--- config.mk ---
export PLATFORM = sky130hd
export DESIGN_NAME = sprite_span_stream_decoder_core
export DESIGN_NICKNAME = d
export VERILOG_FILES = /design/src/sssd_pkg.sv /design/src/sssd_apb_regs.sv /design/src/sssd_in_stage.sv /design/src/sssd_parser.sv /design/src/sprite_span_stream_decoder_core.sv
export VERILOG_INCLUDE_DIRS = /design/src /design/src/src
export SDC_FILE = /design/constraint.sdc
export NUM_CORES = 1
export LEC_CHECK = 0
export ABC_AREA = 1
export BUFFER_PORTS_ARGS = -buffer_cell sky130_fd_sc_hd__buf_2
export CORE_MARGIN = 10
export CORE_UTILIZATION = 40
export CTS_CLUSTER_SIZE = 14
export DETAILED_ROUTE_END_ITERATION = 8
export PLACE_DENSITY = 0.66
export SLEW_MARGIN = 20
export SYNTH_ARGS = -nofsm -noshare
export SYNTH_HDL_FRONTEND = slang
export SYNTH_HIERARCHICAL = 1
export SYNTH_SLANG_ARGS = --single-unit
--- constraint.sdc ---
create_clock -name aclk -period 5.2 [get_ports aclk]
set_clock_uncertainty 0.05 [all_clocks]
set_input_delay 1.04 -clock aclk [delete_from_list [all_inputs] [get_ports aclk]]
set_output_delay 1.04 -clock aclk [all_outputs]
set_load 0.005 [all_outputs]
--- src/sprite_span_stream_decoder_core_macros.svh ---
// assertion macros used by the sprite span decoder top level
`ifndef SPRITE_SPAN_STREAM_DECODER_CORE_MACROS_SVH
`define SPRITE_SPAN_STREAM_DECODER_CORE_MACROS_SVH

// same-cycle implication, sampled on aclk, off while aresetn is low
`define SSSD_ASSERT_IMP(label, ante, cons, msg) \
    label: assert property (@(posedge aclk) disable iff (!aresetn) (ante) |-> (cons)) \
        else $error(msg);

// next-cycle implication, sampled on aclk, off while aresetn is low
`define SSSD_ASSERT_NXT(label, ante, cons, msg) \
    label: assert property (@(posedge aclk) disable iff (!aresetn) (ante) |=> (cons)) \
        else $error(msg);

`endif

--- src/sssd_pkg.sv ---
// shared types and constants of the sprite span decoder
package sssd_pkg;

    localparam int DEF_SCREEN_PITCH = 304;
    localparam int DEF_NUM_COLORS   = 16;

    localparam int APB_ADDR_W = 4;
    localparam int APB_DATA_W = 32;

    // register indexes (byte address / 4)
    localparam logic [1:0] REG_ORIGIN_X = 2'd0;
    localparam logic [1:0] REG_ORIGIN_Y = 2'd1;
    localparam logic [1:0] REG_MIRRORED = 2'd2;

    // stream control bytes
    localparam logic [7:0] CTRL_NEW_OFFSET = 8'h99;
    localparam logic [7:0] CTRL_END_COLOR  = 8'haa;

    typedef struct packed {
        logic signed [15:0] origin_x;
        logic signed [15:0] origin_y;
        logic               mirrored;
    } sssd_cfg_t;

    typedef struct packed {
        logic [7:0] data_byte;
        logic       first_byte;
    } sssd_item_t;

    typedef struct packed {
        logic [9:0]         span_length;
        logic signed [15:0] span_x;
        logic signed [15:0] span_y;
        logic [3:0]         span_color;
        logic               right_to_left;
        logic               sprite_done;
    } sssd_result_t;

endpackage

--- src/sssd_apb_regs.sv ---
// apb configuration registers: origin and mirror mode
module sssd_apb_regs (
    input  logic                               aclk,
    input  logic                               aresetn,
    input  logic                               psel,
    input  logic                               penable,
    input  logic                               pwrite,
    input  logic [sssd_pkg::APB_ADDR_W-1:0]    paddr,
    input  logic [sssd_pkg::APB_DATA_W-1:0]    pwdata,
    output logic [sssd_pkg::APB_DATA_W-1:0]    prdata,
    output logic                               pready,
    output sssd_pkg::sssd_cfg_t                cfg
);

    sssd_pkg::sssd_cfg_t cfg_reg;
    logic                wr_en;
    logic [1:0]          reg_idx;

    assign pready  = 1'b1;
    assign wr_en   = psel && penable && pwrite && pready;
    assign reg_idx = paddr[3:2];
    assign cfg     = cfg_reg;

    always_ff @(posedge aclk) begin
        if (!aresetn) begin
            cfg_reg <= '0;
        end else if (wr_en) begin
            unique case (reg_idx)
                sssd_pkg::REG_ORIGIN_X: cfg_reg.origin_x <= pwdata[15:0];
                sssd_pkg::REG_ORIGIN_Y: cfg_reg.origin_y <= pwdata[15:0];
                sssd_pkg::REG_MIRRORED: cfg_reg.mirrored <= pwdata[0];
                default: ;
            endcase
        end
    end

    always_comb begin
        unique case (reg_idx)
            sssd_pkg::REG_ORIGIN_X: prdata = {16'h0000, cfg_reg.origin_x};
            sssd_pkg::REG_ORIGIN_Y: prdata = {16'h0000, cfg_reg.origin_y};
            sssd_pkg::REG_MIRRORED: prdata = {31'd0, cfg_reg.mirrored};
            default:                prdata = '0;
        endcase
    end

endmodule

--- src/sssd_in_stage.sv ---
// input register for the byte stream
module sssd_in_stage (
    input  logic                aclk,
    input  logic                aresetn,
    input  logic                s_tvalid,
    output logic                s_tready,
    input  logic [7:0]          s_tdata,
    input  logic [0:0]          s_tuser,
    input  logic                take,
    output logic                item_valid,
    output sssd_pkg::sssd_item_t item
);

    logic                 valid_reg;
    sssd_pkg::sssd_item_t item_reg;

    assign s_tready   = !valid_reg || take;
    assign item_valid = valid_reg;
    assign item       = item_reg;

    always_ff @(posedge aclk) begin
        if (!aresetn) begin
            valid_reg <= 1'b0;
        end else if (s_tvalid && s_tready) begin
            valid_reg <= 1'b1;
        end else if (take) begin
            valid_reg <= 1'b0;
        end
        if (s_tvalid && s_tready) begin
            item_reg.data_byte  <= s_tdata;
            item_reg.first_byte <= s_tuser[0];
        end
    end

endmodule

--- src/sssd_parser.sv ---
// span stream parse step with result register
module sssd_parser #(
    parameter int SCREEN_PITCH = sssd_pkg::DEF_SCREEN_PITCH,
    parameter int NUM_COLORS   = sssd_pkg::DEF_NUM_COLORS
) (
    input  logic                   aclk,
    input  logic                   aresetn,
    input  logic                   item_valid,
    input  sssd_pkg::sssd_item_t   item,
    output logic                   take,
    input  sssd_pkg::sssd_cfg_t    cfg,
    input  logic                   m_ready,
    output logic                   out_valid,
    output sssd_pkg::sssd_result_t result
);

    localparam int CW          = (NUM_COLORS > 1) ? $clog2(NUM_COLORS) : 1;
    localparam int RECIP_SHIFT = 16 + $clog2(SCREEN_PITCH);
    localparam longint unsigned RECIP_FULL =
        ((64'd1 << RECIP_SHIFT) + 64'(SCREEN_PITCH) - 64'd1) / 64'(SCREEN_PITCH);
    localparam logic [16:0] RECIP = 17'(RECIP_FULL);

    typedef enum logic [2:0] {
        PH_MASK_HI = 3'd0,
        PH_MASK_LO = 3'd1,
        PH_OFF_HI  = 3'd2,
        PH_OFF_LO  = 3'd3,
        PH_LEN     = 3'd4,
        PH_CTRL    = 3'd5
    } phase_t;

    function automatic logic [CW:0] lowest_set(input logic [NUM_COLORS-1:0] v);
        logic [CW:0] r;
        r = '0;
        for (int i = NUM_COLORS - 1; i >= 0; i--) begin
            if (v[i]) r = {1'b1, CW'(i)};
        end
        return r;
    endfunction

    function automatic logic signed [15:0] sat16(input logic signed [16:0] v);
        logic signed [15:0] r;
        if (v > 17'sd32767)       r = 16'sh7fff;
        else if (v < -17'sd32768) r = 16'sh8000;
        else                      r = v[15:0];
        return r;
    endfunction

    function automatic logic signed [16:0] clamp17(input logic signed [17:0] v);
        logic signed [16:0] r;
        if (v > 18'sd65535)       r = 17'sh0ffff;
        else if (v < -18'sd65536) r = 17'sh10000;
        else                      r = v[16:0];
        return r;
    endfunction

    phase_t                 phase_reg, phase_next, eff_phase;
    logic [NUM_COLORS-1:0]  colors_left_reg, colors_left_next;
    logic [CW-1:0]          color_reg, color_next;
    logic [7:0]             offset_high_reg, offset_high_next;
    logic signed [10:0]     run_reg, run_next;
    logic signed [16:0]     pen_x_reg, pen_x_next;
    logic signed [16:0]     pen_y_reg, pen_y_next;
    logic [15:0]            off_reg, off_next;
    logic [15:0]            quot_reg, quot_next;
    logic                   mir_snap_reg, mir_snap_next;
    logic                   out_valid_reg;
    sssd_pkg::sssd_result_t result_reg, result_next;
    logic                   emit;

    logic [7:0]             b;
    logic [15:0]            hi16, merged16, offset;
    logic [NUM_COLORS-1:0]  merged_mask, cleared_mask, pick_src;
    logic [CW:0]            pick;
    logic [32:0]            prod;
    logic [31:0]            qp;
    logic [15:0]            rem;
    logic signed [12:0]     run_sum;
    logic signed [3:0]      nib_lo, nib_hi;
    logic signed [17:0]     y_inc, x_step;

    assign take      = item_valid && (!out_valid_reg || m_ready);
    assign out_valid = out_valid_reg;
    assign result    = result_reg;

    assign b            = item.data_byte;
    assign eff_phase    = item.first_byte ? PH_MASK_HI : phase_reg;
    assign hi16         = {b, 8'h00};
    assign merged16     = 16'(colors_left_reg) | {8'h00, b};
    assign merged_mask  = merged16[NUM_COLORS-1:0];
    assign cleared_mask = colors_left_reg & ~(NUM_COLORS'(1) << color_reg);
    assign pick_src     = (eff_phase == PH_MASK_LO) ? merged_mask : cleared_mask;
    assign pick         = lowest_set(pick_src);

    // quotient by the pitch through an exact reciprocal
    assign offset = {offset_high_reg, b};
    assign prod   = 33'(offset) * 33'(RECIP);
    // remainder from the quotient latched on the previous byte
    assign qp     = 32'(quot_reg) * 32'(SCREEN_PITCH);
    assign rem    = off_reg - qp[15:0];

    assign nib_lo  = b[3:0];
    assign nib_hi  = b[7:4];
    assign run_sum = 13'(run_reg) + 13'(nib_lo) - 13'(nib_hi);
    assign y_inc   = 18'(pen_y_reg) + 18'sd1;
    assign x_step  = cfg.mirrored ? 18'(pen_x_reg) - 18'(nib_hi)
                                  : 18'(pen_x_reg) + 18'(nib_hi);

    always_comb begin
        phase_next       = phase_reg;
        colors_left_next = colors_left_reg;
        color_next       = color_reg;
        offset_high_next = offset_high_reg;
        run_next         = run_reg;
        pen_x_next       = pen_x_reg;
        pen_y_next       = pen_y_reg;
        off_next         = off_reg;
        quot_next        = quot_reg;
        mir_snap_next    = mir_snap_reg;
        emit             = 1'b0;
        result_next      = '0;

        unique case (eff_phase)
            PH_MASK_HI: begin
                colors_left_next = hi16[NUM_COLORS-1:0];
                phase_next       = PH_MASK_LO;
            end
            PH_MASK_LO: begin
                if (pick[CW]) begin
                    colors_left_next = merged_mask;
                    color_next       = pick[CW-1:0];
                    phase_next       = PH_OFF_HI;
                end else begin
                    colors_left_next        = '0;
                    phase_next              = PH_MASK_HI;
                    emit                    = 1'b1;
                    result_next.sprite_done = 1'b1;
                end
            end
            PH_OFF_HI: begin
                offset_high_next = b;
                phase_next       = PH_OFF_LO;
            end
            PH_OFF_LO: begin
                off_next      = offset;
                quot_next     = 16'(prod >> RECIP_SHIFT);
                pen_x_next    = 17'(cfg.origin_x);
                pen_y_next    = 17'(cfg.origin_y);
                mir_snap_next = cfg.mirrored;
                phase_next    = PH_LEN;
            end
            PH_LEN: begin
                run_next   = 11'({3'b000, b}) + 11'sd1;
                pen_x_next = mir_snap_reg ? pen_x_reg - $signed({1'b0, rem})
                                          : pen_x_reg + $signed({1'b0, rem});
                pen_y_next = pen_y_reg + $signed({1'b0, quot_reg});
                phase_next = PH_CTRL;
                emit       = 1'b1;
            end
            PH_CTRL: begin
                priority if (b == sssd_pkg::CTRL_NEW_OFFSET) begin
                    phase_next = PH_OFF_HI;
                end else if (b == sssd_pkg::CTRL_END_COLOR) begin
                    if (pick[CW]) begin
                        colors_left_next = cleared_mask;
                        color_next       = pick[CW-1:0];
                        phase_next       = PH_OFF_HI;
                    end else begin
                        colors_left_next        = '0;
                        phase_next              = PH_MASK_HI;
                        emit                    = 1'b1;
                        result_next.sprite_done = 1'b1;
                    end
                end else begin
                    if (run_sum > 13'sd1023)       run_next = 11'sd1023;
                    else if (run_sum < -13'sd1024) run_next = -11'sd1024;
                    else                           run_next = run_sum[10:0];
                    pen_y_next = clamp17(y_inc);
                    pen_x_next = clamp17(x_step);
                    emit       = 1'b1;
                end
            end
            default: begin
                phase_next = PH_MASK_HI;
            end
        endcase

        if (emit && !result_next.sprite_done) begin
            result_next.span_length   = run_next[10] ? 10'd0 : run_next[9:0];
            result_next.span_x        = sat16(pen_x_next);
            result_next.span_y        = sat16(pen_y_next);
            result_next.span_color    = 4'(color_next);
            result_next.right_to_left = cfg.mirrored;
        end
    end

    always_ff @(posedge aclk) begin
        if (!aresetn) begin
            phase_reg       <= PH_MASK_HI;
            colors_left_reg <= '0;
            color_reg       <= '0;
            offset_high_reg <= '0;
            run_reg         <= '0;
            pen_x_reg       <= '0;
            pen_y_reg       <= '0;
            out_valid_reg   <= 1'b0;
        end else begin
            if (take) begin
                phase_reg       <= phase_next;
                colors_left_reg <= colors_left_next;
                color_reg       <= color_next;
                offset_high_reg <= offset_high_next;
                run_reg         <= run_next;
                pen_x_reg       <= pen_x_next;
                pen_y_reg       <= pen_y_next;
                out_valid_reg   <= emit;
            end else if (m_ready) begin
                out_valid_reg <= 1'b0;
            end
        end
        if (take) begin
            off_reg      <= off_next;
            quot_reg     <= quot_next;
            mir_snap_reg <= mir_snap_next;
            if (emit) result_reg <= result_next;
        end
    end

endmodule

--- src/sprite_span_stream_decoder_core.sv ---
// top level of the sprite span stream decoder
// Takes a sprite frame's span stream one byte per transfer and gives one span or done
// result per byte that causes one. It accepts a byte in every cycle as long as the result
// side keeps up; a result passes through the input register, then the result register.
// While a result is stalled, the byte behind it waits in the input register, and s_tready
// stays low until that result is taken, even if the waiting byte gives no result. The
// offset is split by the screen pitch through a reciprocal multiply on the offset low
// byte, and the remainder is formed on the length byte that follows. Valid and state
// registers reset to zero, data registers are not reset; origin and mirror mode are written
// over apb, and the user must do so only while the stream is quiet: the block does not
// enforce it. There is no clearing pass after reset.
module sprite_span_stream_decoder_core #(
    parameter int SCREEN_PITCH = sssd_pkg::DEF_SCREEN_PITCH,
    parameter int NUM_COLORS   = sssd_pkg::DEF_NUM_COLORS
) (
    input  logic                            aclk,
    input  logic                            aresetn,
    // stream in
    input  logic                            s_tvalid,
    output logic                            s_tready,
    input  logic [7:0]                      s_tdata,   // [7:0] data_byte
    input  logic [0:0]                      s_tuser,   // [0] first_byte
    // spans out
    output logic                            m_tvalid,
    input  logic                            m_tready,
    // [9:0] span_length, [25:10] span_x, [41:26] span_y, [45:42] span_color, rest zero
    output logic [47:0]                     m_tdata,
    output logic [1:0]                      m_tuser,   // [0] right_to_left, [1] sprite_done
    // configuration
    input  logic                            psel,
    input  logic                            penable,
    input  logic                            pwrite,
    input  logic [sssd_pkg::APB_ADDR_W-1:0] paddr,
    input  logic [sssd_pkg::APB_DATA_W-1:0] pwdata,
    output logic [sssd_pkg::APB_DATA_W-1:0] prdata,
    output logic                            pready
);

    sssd_pkg::sssd_cfg_t    cfg;
    sssd_pkg::sssd_item_t   item;
    sssd_pkg::sssd_result_t result;
    logic                   item_valid;
    logic                   take;

    sssd_apb_regs u_regs (
        .aclk    (aclk),
        .aresetn (aresetn),
        .psel    (psel),
        .penable (penable),
        .pwrite  (pwrite),
        .paddr   (paddr),
        .pwdata  (pwdata),
        .prdata  (prdata),
        .pready  (pready),
        .cfg     (cfg)
    );

    sssd_in_stage u_in (
        .aclk       (aclk),
        .aresetn    (aresetn),
        .s_tvalid   (s_tvalid),
        .s_tready   (s_tready),
        .s_tdata    (s_tdata),
        .s_tuser    (s_tuser),
        .take       (take),
        .item_valid (item_valid),
        .item       (item)
    );

    sssd_parser #(
        .SCREEN_PITCH (SCREEN_PITCH),
        .NUM_COLORS   (NUM_COLORS)
    ) u_parser (
        .aclk       (aclk),
        .aresetn    (aresetn),
        .item_valid (item_valid),
        .item       (item),
        .take       (take),
        .cfg        (cfg),
        .m_ready    (m_tready),
        .out_valid  (m_tvalid),
        .result     (result)
    );

    assign m_tdata = {2'b00, result.span_color, result.span_y, result.span_x,
                      result.span_length};
    assign m_tuser = {result.sprite_done, result.right_to_left};

`include "sprite_span_stream_decoder_core_macros.svh"

    // a done result carries no span
    `SSSD_ASSERT_IMP(a_done_clean, m_tvalid && m_tuser[1], m_tdata == '0 && !m_tuser[0], "done with data")
    // input side only stalls behind a held result
    `SSSD_ASSERT_IMP(a_stall_cause, !s_tready, m_tvalid && !m_tready, "stall without backpressure")
    // a pending byte stays put until the parser takes it
    `SSSD_ASSERT_NXT(a_item_hold, item_valid && !take, item_valid && $stable(item), "pending byte changed")

endmodule

# == Word level (Yosys, flattened, before mapping) ==
# Cells that the tools add are included.
# classes
add_sub_neg,10
multipliers,2
order_cmp,10
eq_ne,12
n_shift,1
mux,64
bitwise_logic,4
n_reduce_logical,26
# ops
op,n
17-bit 2-to-1 mux,9
16-bit 2-to-1 mux,7
17-bit one-hot mux with 3 select lines,2
16-bit one-hot mux with 3 select lines,2
5-bit 2-to-1 mux,16
11-bit 2-to-1 mux,4
"18-bit by 17-bit > comparator with 1-bit output, second input constant",2
"18-bit by 17-bit < comparator with 1-bit output, second input constant",2
"17-bit by 16-bit > comparator with 1-bit output, second input constant",2
"17-bit by 16-bit < comparator with 1-bit output, second input constant",2
"16-bit by 17-bit multiplier with 33-bit output, second input constant",1
15-bit 2-to-1 mux,2
11-bit one-hot mux with 2 select lines,1
"17-bit by 2-bit adder with 18-bit output, second input constant",1
17-bit by 4-bit adder with 18-bit output,1
18-bit 2-to-1 mux,1
3-bit one-hot mux with 6 select lines,1
17-bit by 4-bit subtractor with 18-bit output,1
17-bit adder,1
17-bit by 9-bit adder with 17-bit output,1
17-bit subtractor,1
16-bit bitwise AND,1
"8-bit equality test, second input constant",2
16-bit NOT,1
other kinds (35),65
# word_totals
register_bits,193
output_inout_bits,85
wordCells,154

# == Longest topological paths before layout ==
# logic_depth
depth_word,28
ltp_mapped,35
mapped_depth_nobuf,34

# == Cells and area by module ==
# The synthesis kept the hierarchy.
# by_module_without_submodules
module,instances,cells_per_inst,area_per_inst_um2
sssd_parser,1,2259,17367.9
sssd_apb_regs,1,247,1781.7
sssd_in_stage,1,16,321.6
sprite_span_stream_decoder_core,1,3,18.8

# == Worst setup path after synthesis ==
# Ideal clock, no wire load.
# synth_timing
kind,register to register
from,reg u_parser.quot_reg[1]
to,"reg u_parser.result_reg, in the netlist u_parser/result[29], data pin"
t_arrival_ns,5.138
required_ns,4.894
path_slack_ns,-0.244
stages_incl_launch_ff,27
path_buffers,1
path_cell_list,edfxtp_1 ha_1 fa_1 ha_1 nand2_1 o21ai_0 a21oi_1 o21ai_0 xor2_1 ha_1 inv_1 nor3_1 nand3_1 nand4_1 xor2_1 xor2_1 ha_1 a21oi_1 o31ai_1 a21oi_1 nand2_1 or2_2 nand3_1 nand4_1 clkbuf_1 a21boi_0 nor2_1
# synth_between
elab_chain_len,8
# synth_lines
item,line_no,rtl
"start, declared",sssd_parser.sv:65,"logic [15:0] quot_reg, quot_next;"
"start signal, assigned",sssd_parser.sv:223,quot_reg <= quot_next;
8-bit by 5-bit multiplier with 12-bit output *,sssd_parser.sv:99,assign qp = 32'(quot_reg) * 32'(SCREEN_PITCH);
16-bit subtractor *,sssd_parser.sv:100,assign rem = off_reg - qp[15:0];
17-bit adder or 17-bit subtractor (tied branches),"sssd_parser.sv:155, sssd_parser.sv:154",
17-bit 2-to-1 mux *,sssd_parser.sv:154,"pen_x_next = mir_snap_reg ? pen_x_reg - $signed({1'b0, rem})"
17-bit one-hot mux with 3 select lines *,sssd_parser.sv:123,unique case (eff_phase)
17-bit by 16-bit < comparator with 1-bit output,sssd_parser.sv:44,else if (v < -17'sd32768) r = 16'sh8000;
16-bit 2-to-1 mux,sssd_parser.sv:44,
15-bit 2-to-1 mux *,sssd_parser.sv:43,if (v > 17'sd32767) r = 16'sh7fff;
"end signal, assigned",sssd_parser.sv:225,if (emit) result_reg <= result_next;
"end, declared",sssd_parser.sv:68,"sssd_pkg::sssd_result_t result_reg, result_next;"
# Mark *: on every way between the ends. The rest lies on a longest branch, timed or not.
# A chain may end at the register's enable or synchronous reset.

# == Final worst setup path ==
# layout_timing
from,reg u_parser.quot_reg[3]
to,"reg u_parser.result_reg, in the netlist u_parser/result[25], data pin"
# The elaborated chain is that of the path after synthesis.

==> out/metrics.csv <==
metric,value,unit
share of layout cells above drive strength 1,22.55,%
hold path start,u_parser/colors_left_reg[9],
drt first pass iters,6,
Area contributors post-synth,"ha_1, edfxtp_1, fa_1, dfxtp_1, nand2_1",
Critical Path Sink Type,flip-flop,
drt total wl,59.40,mm
final setup fails,19,
HPWL after DPL,45.33,mm
Critical Setup Path Class,reg -> reg,
antenna violations before repair,0,
worst vdd ir,0.2424,mV
die area,57950,sq um
violated checks,negative setup slack,
clk_lat worst skew,0.48,ns
area grow syn2layout,21.00,%
worst setup margin,-0.2257,ns
#FFs+latches synth,193,
H-tree lvl count,4,
Static Leak,10.91,nW
"Hold Violations, Final",0,
Main synth FF type,dfxtp_1,
Total GRT Usage,20.25,%
NetSw,0.002189,W
Seq pwr share,30.4,%
Syn Std Cell Area,19490,sq um
Worst R2R Setup Slack,-0.23,ns
Sw Share,39.19,%
Reg2Reg Depth,29,
Routed WL per cell,17.65,um
CP arrival,5.60,ns
slowest CP cell,fa_1,
combinational share of power,46.0,%
"slowest stage delay, CP",0.50,ns
RSZ-0062 raised after global routing,true,
"commonest non-fill, non-tap cell in the layout",nand2_1,
global-route wire length before repair,93.58,mm
DRC viols,0,
CP Data Required Time,5.37,ns
Slew HR,36.45,%
Multi-input gate area,14300,sq um
final hold slack,0.4311,ns
Pins Over Slew Limit,0,
"commonest non-fill, non-tap cells in the layout","nand2_1, inv_1, ha_1",
Tot Pwr,0.005585,W
register area,4690,sq um
max-cap check violation count,0,
HP Class,reg -> reg,
Worst-path clk slew,0.08,ns
RR Startpoint,u_parser/quot_reg[3],
ys async rst share,0,%
clk sinks,193,
core area,47950,sq um
PD cells,236.8,nW/um^2
Crit. Startpoint,u_parser/quot_reg[3],
Die Span Y,240.7,um
Vias/cell,5.366,
initial core utilization,40.65,%
fmax,184.3,MHz
gr ovfl total,0,
Synth Instances,2525,
Worst Tran Pin Value,0.9533,ns
Site Rows,80,
register area share after synthesis,24.04,%
Final #Nets,3134,
fillers,4588,
internal power,0.003396,W
Post-DRT Antenna Nets,0,
CP Launch Type,flip-flop,
share of power burned in the clock network,23.6,%
syn avg cell area,7.719,sq um
IO Pins,137,
status,"complete, but fails checks",
Post-synth EDFFs,82,
synth unique cells,60,
max reg flops,48,
Clock Path Buffers,2,
CTS buffer count,17,
"Hold-fix buffers, CTS",0,
Tmin final,5.426,ns
Place WS,-0.5025,ns
Chip Width,240.7,um
vias,18057,
placer's final routability congestion estimate,0.9126,
hold-critical path depth,2,
largest net degree at the start of global routing,66,
synth warn,6,
Crit Path Max Fanout,8,
cell taking the most area after synthesis,ha_1,
initial DRC count,1425,
port bufs,99,
Yosys top cell area share,14.96,%
CTS tree,done,
ANT cells,0,
number of global-route vias before repair,17601,
final critical-path share of the clock period,104.3,%
clk root buf,clkbuf_16,
critical path: cells and delay by family (launching register included):
kind / cells / cell delay (ns)
buf+inv: 7 / 0.80
flops: 1 / 0.46
xor+xnor: 3 / 0.56
compound gates: 3 / 0.32
simple gates: 11 / 1.32
fa+ha+maj: 5 / 1.65
metal layers:
layer  track usage [%]  part of all wire [%]  vias up
met1             25.16                    42     8602
met5                 0                     0        -
met3             2.669                   5.3      110
met4             8.211                   3.3        0
met2             34.90                    50      549
li1                  -                     -     8796
cell type report:
| type | instances | share of cell area, % |
|---|---|---|
| Clock buffer | 18 | 1.820 |
| Clock inverter | 14 | 0.5571 |
| Inverter | 374 | 5.985 |
| Multi-Input combinational cell | 1880 | 60.63 |
| Sequential cell | 193 | 19.89 |
| Tap cell | 615 | 3.263 |
| Timing Repair Buffer | 271 | 7.863 |
synth_stat cells, types with 25 or more instances:
| master | instances |
|---|---|
| a21oi_1 | 200 |
| clkbuf_1 | 45 |
| dfxtp_1 | 111 |
| edfxtp_1 | 82 |
| fa_1 | 112 |
| ha_1 | 233 |
| inv_1 | 355 |
| nand2_1 | 439 |
| nand3_1 | 143 |
| nand4_1 | 28 |
| nor2_1 | 194 |
| nor2_2 | 29 |
| o211ai_1 | 38 |
| o21ai_0 | 177 |
| xnor2_1 | 25 |
| xor2_1 | 43 |
logic make-up (layout without fill, tap and decap cells):
kind of cell | after synthesis | after routing | synth area share, %
fa+ha+maj | 345 | 345 | 26.46
xor+xnor | 68 | 68 | 3.056
flops | 193 | 193 | 24.04
other cells | 3 | 19 | 0.05777
compound gates | 534 | 534 | 15.91
simple gates | 912 | 914 | 20.56
buf+inv | 470 | 677 | 9.918
metrics by stage:
| step | cells | TNS [ns] | area, sq um | utilization (%) |
|---|---|---|---|---|
| CTS | 3356 | -2.757 | 22700 | 47.35 |
| detailed placement | 3306 | -8.489 | 21480 | 44.79 |
| floorplan | 2541 | -0.0004645 | 19620 | - |
| global placement | 3306 | -5.820 | 21480 | 44.79 |
| finish | 3365 | -3.586 | 23580 | 49.19 |
| global route | 3365 | -9.425 | 23580 | 49.19 |
path summary, 6_finish.rpt:
path,to
max,u_parser/result[25]
min,u_parser/colors_left_reg[9]
max reg2reg,u_parser/result[25]
min reg2reg,u_parser/colors_left_reg[9]
timing repair:
action | 4_1_cts | 5_1_grt
endpoints found under the hold margin | 0 | 0
buffers inserted | 16 | 14
pin swaps | 91 | 112
resized for setup | 126 | 161
setup endpoints to repair | 25 | 31
gates cloned | 2 | 1
power by group through the flow:
stage	Clock, W	Combinational (W)	Sequential, W
2_1_floorplan	0	0.00157	0.00170
3_3_place_gp	0	0.00208	0.00173
3_5_place_dp	0	0.00213	0.00173
4_1_cts	0.00135	0.00228	0.00169
5_1_grt	0.00140	0.00289	0.00170
6_report	0.00132	0.00257	0.00170
Note: power is estimated with default switching activity, not from simulation.
